## config.mk

```make
export PLATFORM = sky130hd
export DESIGN_NAME = laser_on_time_safety_watchdog_core
export DESIGN_NICKNAME = d
export VERILOG_FILES = /design/src/lotsw_pkg.sv /design/src/laser_on_time_safety_watchdog_core.sv
export VERILOG_INCLUDE_DIRS = /design/src /design/src/src
export SDC_FILE = /design/constraint.sdc
export NUM_CORES = 1
export LEC_CHECK = 0
export BUFFER_PORTS_ARGS = -buffer_cell sky130_fd_sc_hd__buf_2
export CELL_PAD_IN_SITES_DETAIL_PLACEMENT = 1
export CELL_PAD_IN_SITES_GLOBAL_PLACEMENT = 1
export CORE_MARGIN = 3
export CORE_UTILIZATION = 48
export CTS_CLUSTER_DIAMETER = 50
export DETAILED_ROUTE_END_ITERATION = 7
export PLACE_DENSITY = 0.87
export SLEW_MARGIN = 20
export SYNTH_ARGS = -nofsm -noshare
export SYNTH_HDL_FRONTEND = slang
export SYNTH_SLANG_ARGS = --single-unit
```

## constraint.sdc

```tcl
create_clock -name clk -period 4.9 [get_ports clk]
set_clock_uncertainty 0.2 [all_clocks]
set_input_delay 0.245 -clock clk [delete_from_list [all_inputs] [get_ports clk]]
set_output_delay 0.245 -clock clk [all_outputs]
set_load 0.01 [all_outputs]
```

## src/laser_on_time_safety_watchdog_core_assert.svh

```systemverilog
// Assertion macros for the laser on-time safety watchdog.
`ifndef LASER_ON_TIME_SAFETY_WATCHDOG_CORE_ASSERT_SVH
`define LASER_ON_TIME_SAFETY_WATCHDOG_CORE_ASSERT_SVH

// The antecedent implies the consequent in the same cycle.
`define LOTSW_ASSERT_IMPLY(label, clk_sig, rst_sig, ante, cons) \
    label: assert property (@(posedge clk_sig) disable iff (!rst_sig) (ante) |-> (cons)) \
        else $error("watchdog assertion failed");

// The antecedent implies the consequent in the next cycle.
`define LOTSW_ASSERT_NEXT(label, clk_sig, rst_sig, ante, cons) \
    label: assert property (@(posedge clk_sig) disable iff (!rst_sig) (ante) |=> (cons)) \
        else $error("watchdog assertion failed");

`endif

```

## src/lotsw_pkg.sv

```systemverilog
// Package of types and constants for the laser on-time safety watchdog.
package lotsw_pkg;

    localparam int unsigned CountWidth = 16;
    localparam int unsigned CodeWidth  = 8;
    localparam int unsigned CfgIdxWidth = 3;

    localparam logic [1:0] CMD_SHOOT = 2'd0;
    localparam logic [1:0] CMD_CLOSE = 2'd1;
    localparam logic [1:0] CMD_TICK  = 2'd2;

    localparam logic [CfgIdxWidth-1:0] CFG_MAX_ON_TICKS   = 3'd0;
    localparam logic [CfgIdxWidth-1:0] CFG_RETRY_TICKS    = 3'd1;
    localparam logic [CfgIdxWidth-1:0] CFG_FAIL_THRESHOLD = 3'd2;
    localparam logic [CfgIdxWidth-1:0] CFG_OPEN_CODE      = 3'd3;
    localparam logic [CfgIdxWidth-1:0] CFG_CLOSE_CODE     = 3'd4;

    localparam logic [CountWidth-1:0] SAT16 = 16'hFFFF;

    localparam logic [CountWidth-1:0] RST_MAX_ON_TICKS   = 16'd20;
    localparam logic [CountWidth-1:0] RST_RETRY_TICKS    = 16'd4;
    localparam logic [CountWidth-1:0] RST_FAIL_THRESHOLD = 16'd10;
    localparam logic [CodeWidth-1:0]  RST_OPEN_CODE      = 8'hA3;
    localparam logic [CodeWidth-1:0]  RST_CLOSE_CODE     = 8'hA0;

    localparam logic [CountWidth-1:0] MIN_ON_LIMIT = 16'd2;
    localparam logic [CountWidth-1:0] MIN_GAP      = 16'd1;

    typedef struct packed {
        logic                  byte_sent;
        logic [CodeWidth-1:0]  byte_value;
        logic                  request_ok;
        logic                  laser_is_on;
        logic [CountWidth-1:0] failed_closes;
        logic                  fault_alarm;
    } result_t;

    function automatic logic [CountWidth-1:0] inc_sat(input logic [CountWidth-1:0] v);
        inc_sat = (v == SAT16) ? v : v + 16'd1;
    endfunction

endpackage

```

## src/laser_on_time_safety_watchdog_core.sv

```systemverilog
// Top level of the laser on-time safety watchdog.
//
// Input channel: in_valid/in_ready carry one event (command, write_ok) per
// transaction: shoot request, close request or watchdog tick.
// Output channel: out_valid/out_ready carry one result per event, giving the
// byte attempted on the link, request success, laser state, the count of
// failed automatic closes and the fault alarm flag. Configuration: cfg_we with
// cfg_index and cfg_data writes one register at a rising edge; the user must
// make writes only while the block is idle, which the block does not enforce.
// An event accepted at a rising edge has its result in the output register
// from that edge on. Throughput is one event per cycle while the receiver
// takes results, set by the single state update done between acceptance and
// the output register. When the receiver stalls, the result holds and
// in_ready stays high only while the output register is free or is being
// emptied in the same cycle. Reset clears the laser state, counters, alarm
// flag and output valid, and loads the registers with their default values.
module laser_on_time_safety_watchdog_core (
    input  logic                              clk,
    input  logic                              rst_n,
    input  logic                              in_valid,
    output logic                              in_ready,
    input  logic [1:0]                        command,
    input  logic                              write_ok,
    output logic                              out_valid,
    input  logic                              out_ready,
    output logic                              byte_sent,
    output logic [lotsw_pkg::CodeWidth-1:0]   byte_value,
    output logic                              request_ok,
    output logic                              laser_is_on,
    output logic [lotsw_pkg::CountWidth-1:0]  failed_closes,
    output logic                              fault_alarm,
    input  logic                              cfg_we,
    input  logic [lotsw_pkg::CfgIdxWidth-1:0] cfg_index,
    input  logic [lotsw_pkg::CountWidth-1:0]  cfg_data
);
    import lotsw_pkg::*;

    `include "laser_on_time_safety_watchdog_core_assert.svh"

    logic [CountWidth-1:0] max_on_ticks_reg;
    logic [CountWidth-1:0] retry_ticks_reg;
    logic [CountWidth-1:0] fail_threshold_reg;
    logic [CodeWidth-1:0]  open_code_reg;
    logic [CodeWidth-1:0]  close_code_reg;

    logic                  laser_on_reg,       laser_on_next;
    logic [CountWidth-1:0] on_ticks_reg,       on_ticks_next;
    logic                  attempt_made_reg,   attempt_made_next;
    logic [CountWidth-1:0] since_attempt_reg,  since_attempt_next;
    logic [CountWidth-1:0] retry_count_reg,    retry_count_next;
    logic                  alarm_reported_reg, alarm_reported_next;

    logic    out_valid_reg;
    result_t result_reg, result_next;

    logic                  in_accept;
    logic [CountWidth-1:0] lim;
    logic [CountWidth-1:0] gap;
    logic [CountWidth-1:0] thr;
    logic [CountWidth-1:0] on_inc;
    logic [CountWidth-1:0] since_inc;
    logic [CountWidth-1:0] retry_inc;
    logic                  due;

    assign in_ready  = !out_valid_reg || out_ready;
    assign in_accept = in_valid && in_ready;

    assign lim = (max_on_ticks_reg < MIN_ON_LIMIT) ? MIN_ON_LIMIT : max_on_ticks_reg;
    assign gap = (retry_ticks_reg < MIN_GAP) ? MIN_GAP : retry_ticks_reg;
    assign thr = (fail_threshold_reg < MIN_GAP) ? MIN_GAP : fail_threshold_reg;

    assign on_inc    = inc_sat(on_ticks_reg);
    assign since_inc = inc_sat(since_attempt_reg);
    assign retry_inc = inc_sat(retry_count_reg);

    always_comb
    begin
        laser_on_next       = laser_on_reg;
        on_ticks_next       = on_ticks_reg;
        attempt_made_next   = attempt_made_reg;
        since_attempt_next  = since_attempt_reg;
        retry_count_next    = retry_count_reg;
        alarm_reported_next = alarm_reported_reg;
        result_next         = '0;
        due                 = 1'b0;

        case (command)
            CMD_SHOOT:
            begin
                if (!laser_on_reg)
                begin
                    result_next.byte_sent  = 1'b1;
                    result_next.byte_value = open_code_reg;
                    if (write_ok)
                    begin
                        laser_on_next          = 1'b1;
                        on_ticks_next          = '0;
                        attempt_made_next      = 1'b0;
                        since_attempt_next     = '0;
                        retry_count_next       = '0;
                        alarm_reported_next    = 1'b0;
                        result_next.request_ok = 1'b1;
                    end
                end
            end
            CMD_CLOSE:
            begin
                result_next.byte_sent  = 1'b1;
                result_next.byte_value = close_code_reg;
                if (write_ok)
                begin
                    laser_on_next          = 1'b0;
                    retry_count_next       = '0;
                    alarm_reported_next    = 1'b0;
                    result_next.request_ok = 1'b1;
                end
            end
            CMD_TICK:
            begin
                if (laser_on_reg)
                begin
                    on_ticks_next = on_inc;
                    due = (on_inc >= lim);
                    if (due && attempt_made_reg)
                    begin
                        since_attempt_next = since_inc;
                        if (since_inc < gap)
                        begin
                            due = 1'b0;
                        end
                    end
                    if (due)
                    begin
                        attempt_made_next      = 1'b1;
                        since_attempt_next     = '0;
                        result_next.byte_sent  = 1'b1;
                        result_next.byte_value = close_code_reg;
                        if (write_ok)
                        begin
                            laser_on_next       = 1'b0;
                            retry_count_next    = '0;
                            alarm_reported_next = 1'b0;
                        end
                        else
                        begin
                            retry_count_next = retry_inc;
                            if ((retry_inc >= thr) && !alarm_reported_reg)
                            begin
                                alarm_reported_next     = 1'b1;
                                result_next.fault_alarm = 1'b1;
                            end
                        end
                    end
                end
            end
            default:
            begin
                result_next = '0;
            end
        endcase

        result_next.laser_is_on   = laser_on_next;
        result_next.failed_closes = retry_count_next;
    end

    always_ff @(posedge clk or negedge rst_n)
    begin
        if (!rst_n)
        begin
            max_on_ticks_reg   <= RST_MAX_ON_TICKS;
            retry_ticks_reg    <= RST_RETRY_TICKS;
            fail_threshold_reg <= RST_FAIL_THRESHOLD;
            open_code_reg      <= RST_OPEN_CODE;
            close_code_reg     <= RST_CLOSE_CODE;
        end
        else if (cfg_we)
        begin
            case (cfg_index)
                CFG_MAX_ON_TICKS:   max_on_ticks_reg   <= cfg_data;
                CFG_RETRY_TICKS:    retry_ticks_reg    <= cfg_data;
                CFG_FAIL_THRESHOLD: fail_threshold_reg <= cfg_data;
                CFG_OPEN_CODE:      open_code_reg      <= cfg_data[CodeWidth-1:0];
                CFG_CLOSE_CODE:     close_code_reg     <= cfg_data[CodeWidth-1:0];
                default:
                begin
                end
            endcase
        end
    end

    always_ff @(posedge clk or negedge rst_n)
    begin
        if (!rst_n)
        begin
            laser_on_reg       <= 1'b0;
            on_ticks_reg       <= '0;
            attempt_made_reg   <= 1'b0;
            since_attempt_reg  <= '0;
            retry_count_reg    <= '0;
            alarm_reported_reg <= 1'b0;
            out_valid_reg      <= 1'b0;
        end
        else
        begin
            if (in_accept)
            begin
                laser_on_reg       <= laser_on_next;
                on_ticks_reg       <= on_ticks_next;
                attempt_made_reg   <= attempt_made_next;
                since_attempt_reg  <= since_attempt_next;
                retry_count_reg    <= retry_count_next;
                alarm_reported_reg <= alarm_reported_next;
                out_valid_reg      <= 1'b1;
            end
            else if (out_ready)
            begin
                out_valid_reg <= 1'b0;
            end
        end
    end

    always_ff @(posedge clk)
    begin
        if (in_accept)
        begin
            result_reg <= result_next;
        end
    end

    assign out_valid     = out_valid_reg;
    assign byte_sent     = result_reg.byte_sent;
    assign byte_value    = result_reg.byte_value;
    assign request_ok    = result_reg.request_ok;
    assign laser_is_on   = result_reg.laser_is_on;
    assign failed_closes = result_reg.failed_closes;
    assign fault_alarm   = result_reg.fault_alarm;

    `LOTSW_ASSERT_IMPLY(a_alarm_on_failed_close, clk, rst_n,
        out_valid_reg && result_reg.fault_alarm,
        result_reg.byte_sent && result_reg.laser_is_on && !result_reg.request_ok)
    `LOTSW_ASSERT_IMPLY(a_alarm_needs_failures, clk, rst_n,
        alarm_reported_reg, retry_count_reg != '0)
    `LOTSW_ASSERT_IMPLY(a_off_means_no_failures, clk, rst_n,
        !laser_on_reg, (retry_count_reg == '0) && !alarm_reported_reg)
    `LOTSW_ASSERT_NEXT(a_result_follows_accept, clk, rst_n,
        in_accept, out_valid_reg && (result_reg.laser_is_on == laser_on_reg))

endmodule
```

# Word-level counts from Yosys, hierarchy flattened
# Index checks and enable logic that the tools add are counted.
# totals
ff_bits,144
inputBits,27
out_inout_bits,30
word_cells,117
# op_classes
n_addsub,3
magnitude_cmp,6
n_eq_ne,15
n_mux,51
bitwise_logic,3
reduce_logical,21
# op_table
cell,count
two-way mux 16 bit,17
case mux 16 bit (2 select lines),2
adder 16 x 1 -> 16 bit (second input constant),3
== test 16 bit (second input constant),3
case mux 16 bit (3 select lines),1
>= comparator 16 bit,2
< comparator 16 x 1 -> 1 bit (second input constant),2
case mux 9 bit (3 select lines),1
two-way mux 1 bit,23
two-way mux 9 bit,2
AND reduction 6 bit,3
< comparator 16 bit,1
< comparator 16 x 2 -> 1 bit (second input constant),1
two-way mux 10 bit,1
AND reduction 2 bit,5
!= test 2 bit (second input constant),4
== test 3 x 2 -> 1 bit (second input constant),2
!= test 3 bit (second input constant),2
case mux 1 bit (3 select lines),2
AND reduction 5 bit,1
case mux 1 bit (2 select lines),2
nonzero test 2 bit,2
OR reduction 4 bit,1
== test 3 x 1 -> 1 bit (second input constant),1
other kinds (10),15

# Logic depth before layout (Yosys ltp)
# Gate-level depths: netlist of run 1.
# depth
word_depth,10
mapped_depth,18
mapped_depth_nobuf,15

# Worst setup path after synthesis of run 1
# OpenSTA, ideal clock, no wires.
# synth_timing
kind,reg-to-reg
from,register on_ticks_reg[3]
to,register result_reg (netlist bit failed_closes[13]) (data pin)
setup_ps,256
t_arrival_ps,3974
path_slack_ps,469
stages_incl_launch_ff,17
synth_period_minus_slack_ps,4431
cell_sequence,dfrtp_1 -> clkbuf_1 -> and4_1 -> nand4_1 -> o31a_1 -> clkbuf_1 -> and3b_1 -> xor2_1 -> ha_1 -> nand4_1 -> or2_2 -> nor3_1 -> a21oi_1 -> a211oi_1 -> nor2_1 -> buf_2 -> a22o_1
# synth_lines
item,line_no,rtl
from (decl),laser_on_time_safety_watchdog_core.sv:47,"logic [CountWidth-1:0] on_ticks_reg, on_ticks_next;"
from (signal assigned),laser_on_time_safety_watchdog_core.sv:208,on_ticks_reg <= on_ticks_next;
to (signal assigned),laser_on_time_safety_watchdog_core.sv:226,result_reg <= result_next;
to (decl),laser_on_time_safety_watchdog_core.sv:54,"result_t result_reg, result_next;"

==> impl_metrics.yaml, run 1 <==
status:
  status: "finished, final reports clean"
placement:
  io_buffers: 56
  dp_hpwl_microns: 16900
  placed_area_sq_um: 8660
  place_inst: 1076
  gp_congestion: 0.872
logic_synthesis:
  yosys.area_share.simple_pct: 16.0
  synth_seq_cells: 144
  avgSynthCellArea_sq_um: 9.85
  ys_top_cells_by_area: "dfrtp_1 33%, edfxtp_1 10%, ha_1 7.7%"
  synthMuxAreaShare_pct: 3.45
  syn-cell-area_sq_um: 8080
  synthAdderAreaFrac_pct: 7.74
  synthXorXnorAreaFrac_pct: 3.58
  synth_edf_count: 28
  netlist_instances: 820
  synth.top_cell.area_share_pct: 32.5
  synthesis.nets: 897
  synth_top_family_by_area: "compound AO/OA/AOI/OAI gates"
  seq_area_frac_synth_pct: 46.5
  synth_cell_types: 66
  ys_warn_count: 0
  synth_compound_area_share_pct: 17.8
  synth-main-ff-cell: "dfrtp_1"
  ys_async_sr_fraction_pct: 80.6
  yosys.area.top_type: "dfrtp_1"
finish:
  nets: 977
  drive_gt1_share_pct: 16.9
  finalInstanceArea_sq_um: 9470
  fin_cells: 1129
  register_area_sq_um: 3760
  multi_input_area_sq_um: 3980
  area_growth_pct: 17.2
  fill_cells: 1778
  diodes: 0
clocking:
  clk_pin_slew_ps: 60
  cts_buffers: 17
  cts.sinks: 144
  cts-root-buf: "clkbuf_16"
  clock_latency_ps: 440
  clk_path_buf_depth: 2
  h-tree-depth: 4
  cts_tree: "done"
worst_setup_path:
  required_ps: 4890
  crit_start: "since_attempt_reg[0]"
  path_class: "flop to flop"
  crit_path_start_kind: "flop"
  path_max_fanout: 10
  r2r_start: "since_attempt_reg[0]"
  critPathArrivalTime_ps: 4780
  rr_worst_depth: 16
  end_kind: "flop"
detailed_routing:
  avgRoutedWirePerCell_microns: 23.0
  vias: 7012
  via_per_inst: 6.21
  first_iter_violations: 534
  drc: 0
  routed_wl_microns: 25900
  drtAntennaViolNets: 0
  firstDrtPassIters: 5
floorplan:
  initial_utilization_pct: 50.0
  die_area_sq_um: 18400
  ioPinCount: 57
  core-area_sq_um: 16200
  die_w_microns: 136
  die_y_microns: 136
  std_cell_rows: 46
timing:
  maxSlewHeadroom_pct: 42.0
  tns_ps: 0
  setup_viol: 0
  worst_pin_slew_ps: 869
  post-route-period-util_pct: 97.9
  fin_hold_ws_ps: 77.3
  timing.final.crit_period_ps: 4800
  hold_viol_final: 0
  drv_slew: 0
  fmax_mhz: 208
job:
  drv_cap: 0
worst_hold_path:
  min-delay-start: "write_ok"
  whs_path_depth: 3
  min_path_type: "input port to flop"
global_route:
  grt-ovfl-total: 0
  grt_pass1_vias: 7126
  grt_pass1_wl_microns: 39100
  grt_usage_pct: 27.5
  grt_max_degree: 65
  antenna_found_initial: 0
pwr:
  irDropWorstVdd_uv: 285
  pwr_density_cell_nw_per_um2: 358
  leakage_nw: 4.33
[layout make-up]
type / count / share of cell area [%]
Multi-Input combinational cell: 575 / 42.0
Sequential cell: 144 / 39.7
Timing Repair Buffer: 93 / 6.55
Clock buffer: 18 / 4.53
Tap cell: 216 / 2.85
Inverter: 69 / 2.76
Clock inverter: 14 / 1.62
[layer usage]
layer	part of all wire (%)	routed length, microns	track usage [%]	vias up
li1	-	-	-	3135
met1	43	11000	36.0	3576
met2	49	12700	45.9	242
met3	5.7	1490	5.53	59
met4	2.8	720	9.13	0
met5	0	0	0	-
[repair_timing]
| action | 4_1_cts | 5_1_grt |
|---|---|---|
| resized for setup | 0 | 2 |
| buffers inserted | 0 | 2 |
| hold endpoints to repair | 99 | 0 |
| hold buffers | 19 | 0 |
| setup endpoints to repair | 0 | 9 |
[cell usage in the layout (no fill, tap or decap), drive strengths merged, types with 7 or more instances in the layout]
master,Yosys,layout
dlygate4sd3,0,19
nor3,14,14
dfrtp,105,105
xnor2,20,20
or3,7,7
nor4,13,13
nand2b,8,8
nand2,100,100
edfxtp,28,28
a21oi,21,21
ha,50,50
buf,5,74
a22oi,8,8
nand3,30,30
mux2,23,23
clkbuf,27,18
o21ai,79,79
a21o,10,10
nor2,30,30
inv,69,75
a22o,40,40
nand4,19,19
xor2,13,13
dfstp,11,11
and3,11,11
o31ai,8,8
[cell usage after synthesis, drive strengths merged (14+ instances only)]
cell	number
nand2	100
a22o	40
a21oi	21
clkbuf	27
nand3	30
edfxtp	28
inv	69
nand4	19
xnor2	20
ha	50
dfrtp	105
mux2	23
nor2	30
nor3	14
o21ai	79
[per-stage QoR]
step           power (mW)  setup WS (ps)  utilization, %
6_report             3.39            102            58.6
5_1_grt              3.53           -140            58.6
4_1_cts              3.36            258            58.4
3_5_place_dp         2.03            310            53.6
3_3_place_gp         1.99            486            53.6
2_1_floorplan        1.82            469               -
[kinds of logic (layout without fill, tap and decap cells)]
kind of cell,count (synthesis),count (layout)
flops,144,144
fa+ha+maj,50,50
simple gates,257,257
mux,25,25
buf+inv,101,194
xor+xnor,33,33
compound gates,210,210
[where the power goes]
| group | internal [mW] | switching (mW) |
|---|---|---|
| Sequential | 1.39 | 0.119 |
| Combinational | 0.221 | 0.343 |
| Clock | 0.758 | 0.562 |
| Total | 2.36 | 1.03 |
[path summary, 6_finish.rpt]
| kind | to | slack [ps] |
|---|---|---|
| worst max-delay path | failed_closes[7] | 100 |
| worst min-delay path | laser_on_reg | 80 |
| worst max register to register | failed_closes[7] | 100 |
| worst min register to register | attempt_made_reg | 310 |
| max in group asynchronous | retry_count_reg[9] | 2980 |
| min in group asynchronous | retry_ticks_reg[9] | 190 |
[critical path: stages (launching register included)]
cell,delay (ps)
dfrtp_1,510
ha_1,310
nand4_1,190
nor2_1,210
nand2_1,260
nand3_1,190
nor2_1,70
xor2_1,240
ha_1,300
nand3_1,110
a21boi_0,110
o311ai_0,560
nand3_1,390
o2111ai_4,310
buf_12,170
inv_4,70
a311o_1,350
Note: power is estimated with default switching activity, not from simulation.
==> run 2, diff against run 1 <==
Settings changed: CELL_PAD_IN_SITES_DETAIL_PLACEMENT 1 to default, CELL_PAD_IN_SITES_GLOBAL_PLACEMENT 1 to default, CORE_UTILIZATION 48 to 61.
==> impl_metrics.yaml, run 2 (same netlist as run 1, synthesis figures left out) <==
status:
  status: "finished, final reports clean"
finish:
  mostFrequentLayoutCell: "dfrtp_1"
  fill_cells: 845
  nets: 972
  drive_gt1_share_pct: 16.1
  finish.utilization_pct: 73.5
  multi_input_area_sq_um: 4000
  register_area_sq_um: 3760
  diodes: 0
  area_growth_pct: 16.2
  final_cell_mix: "105 x dfrtp_1, 100 x nand2_1, 79 x o21ai_0"
worst_setup_path:
  rr_worst_depth: 14
  required_ps: 4880
  critPathArrivalTime_ps: 4610
  end_kind: "flop"
  path_cells: "ha_1 > nand4_1 > nor2_1 > nand2_1 > nand3_1 > xnor2_1 > ha_1 > a21oi_1 > a21boi_0 > o311ai_1 > nand3_2 > o2111ai_4 > inv_4 > a311o_1"
  cp_common_cell: "ha_1"
  r2r_start: "since_attempt_reg[0]"
  r2r_slack_ps: 270
  path_max_fanout: 10
  cp_top_family: "compound AO/OA/AOI/OAI gates"
  critPathMaxStageDelay_ps: 490
  crit_start: "since_attempt_reg[0]"
  r2r-end: "failed_closes[7]"
  crit_path_start_kind: "flop"
  crit_slowest_cell: "o311ai_1"
  crit_buf_inv: 1
  path_class: "flop to flop"
floorplan:
  die_area_sq_um: 14700
  std_cell_rows: 41
  die_y_microns: 121
  initial_utilization_pct: 63.2
  core-area_sq_um: 12800
  ioPinCount: 57
  die_w_microns: 121
worst_hold_path:
  min-delay-start: "write_ok"
  whs_path_depth: 3
  min_path_type: "input port to flop"
  min_to: "laser_on_reg"
global_route:
  grt_usage_pct: 29.9
  grt_pass1_vias: 6852
  grt_max_degree: 80
  grt-ovfl-total: 0
  antenna_found_initial: 0
  grt_pass1_wl_microns: 34500
timing:
  post-route-period-util_pct: 94.4
  setup_viol: 0
  fmax_mhz: 216
  timing.final.crit_period_ps: 4630
  fin_ws_ps: 274
  worst_pin_slew_ps: 932
  maxSlewHeadroom_pct: 37.7
  drv_slew: 0
  hold_viol_final: 0
clocking:
  clock_latency_ps: 430
  cts_buffers: 17
  cts-root-buf: "clkbuf_16"
  cts_tree: "done"
  h-tree-depth: 4
  clk_path_buf_depth: 2
  cts.sinks: 144
  clk_pin_slew_ps: 60
detailed_routing:
  via_per_inst: 6.42
  vias: 6933
  firstDrtPassIters: 5
  routed_wl_microns: 21300
  avgRoutedWirePerCell_microns: 19.7
  drtAntennaViolNets: 0
  first_iter_violations: 873
  drc: 0
pwr:
  pwr_density_cell_nw_per_um2: 353
  irDropWorstVdd_uv: 288
  leakage_nw: 4.31
  total_power_mw: 3.31
placement:
  io_buffers: 56
  dp_hpwl_microns: 14100
  place_ws_ps: 99.0
  gp_congestion: 0.899
job:
  drv_cap: 0
-- run 2: cell types whose count changed in the layout (fill, tap and decap cells not counted), moves of 2 or more --
cell | previous run | this run
clkinv_4 | 2 | 0
clkbuf_1 | 1 | 4
clkbuf_8 | 0 | 4
buf_4 | 18 | 13
inv_6 | 4 | 0
clkinv_1 | 1 | 4
-- run 2: metal layers --
metal  track usage, %  up-vias  wire length (microns)  part of all wire, %
met3             6.53       72                   1720                  8.1
met2             46.9      349                  10100                   47
met5                0        -                      0                    0
met4             12.1        0                    703                  3.3
met1             40.6     3382                   8770                   41
li1                 -     3130                      -                    -
-- run 2: per-stage QoR --
step / cell area [sq um] / hold WS (ps) / TNS [ps] / instances
6_report: 9390 / 40.3 / 0 / 1080
5_1_grt: 9390 / 53.2 / -19.8 / 1080
4_1_cts: 9360 / 31.4 / 0 / 1079
3_5_place_dp: 8590 / 267 / 0 / 1028
3_3_place_gp: 8580 / 251 / 0 / 1028
2_1_floorplan: 8080 / -251 / 0 / 820
-- run 2: worst max-delay path by stage --
stage                            to  depth (start not counted)  slack (ps)
6_report           failed_closes[7]                         14         270
5_1_grt            failed_closes[7]                         14         -20
4_1_cts            failed_closes[7]                         14          90
3_5_place_dp     retry_count_reg[1]                         14         100
3_3_place_gp   since_attempt_reg[7]                         13         300
2_1_floorplan     failed_closes[13]                         16         470
-- run 2: cell type report --
class / count / area share, %
multi-input cells: 575 / 42.6
well taps: 172 / 2.29
clock buffers: 25 / 5.28
inverters: 69 / 2.79
clock inverters: 7 / 0.880
flip-flops and latches: 144 / 40.0
repair buffers: 88 / 6.12
-- run 2: power breakdown --
group	switching (mW)	total, mW	internal (mW)
clock network	0.486	1.28	0.796
logic	0.322	0.540	0.219
registers	0.104	1.49	1.39
-- run 2: worst min-delay path: cells and delay by family --
family,cells,cell delay (ps)
buffers and inverters,1,170
AO/OA/AOI/OAI,1,110
AND/OR/NAND/NOR,1,90
-- run 2: what timing repair did --
| item | CTS | global route |
|---|---|---|
| cloned | 0 | 0 |
| endpoints found under the hold margin | 136 | 0 |
| setup buffers | 0 | 1 |
| hold buffers | 19 | 0 |
| setup endpoints to repair | 15 | 44 |
| resized for setup | 1 | 4 |
| pin swaps | 0 | 1 |
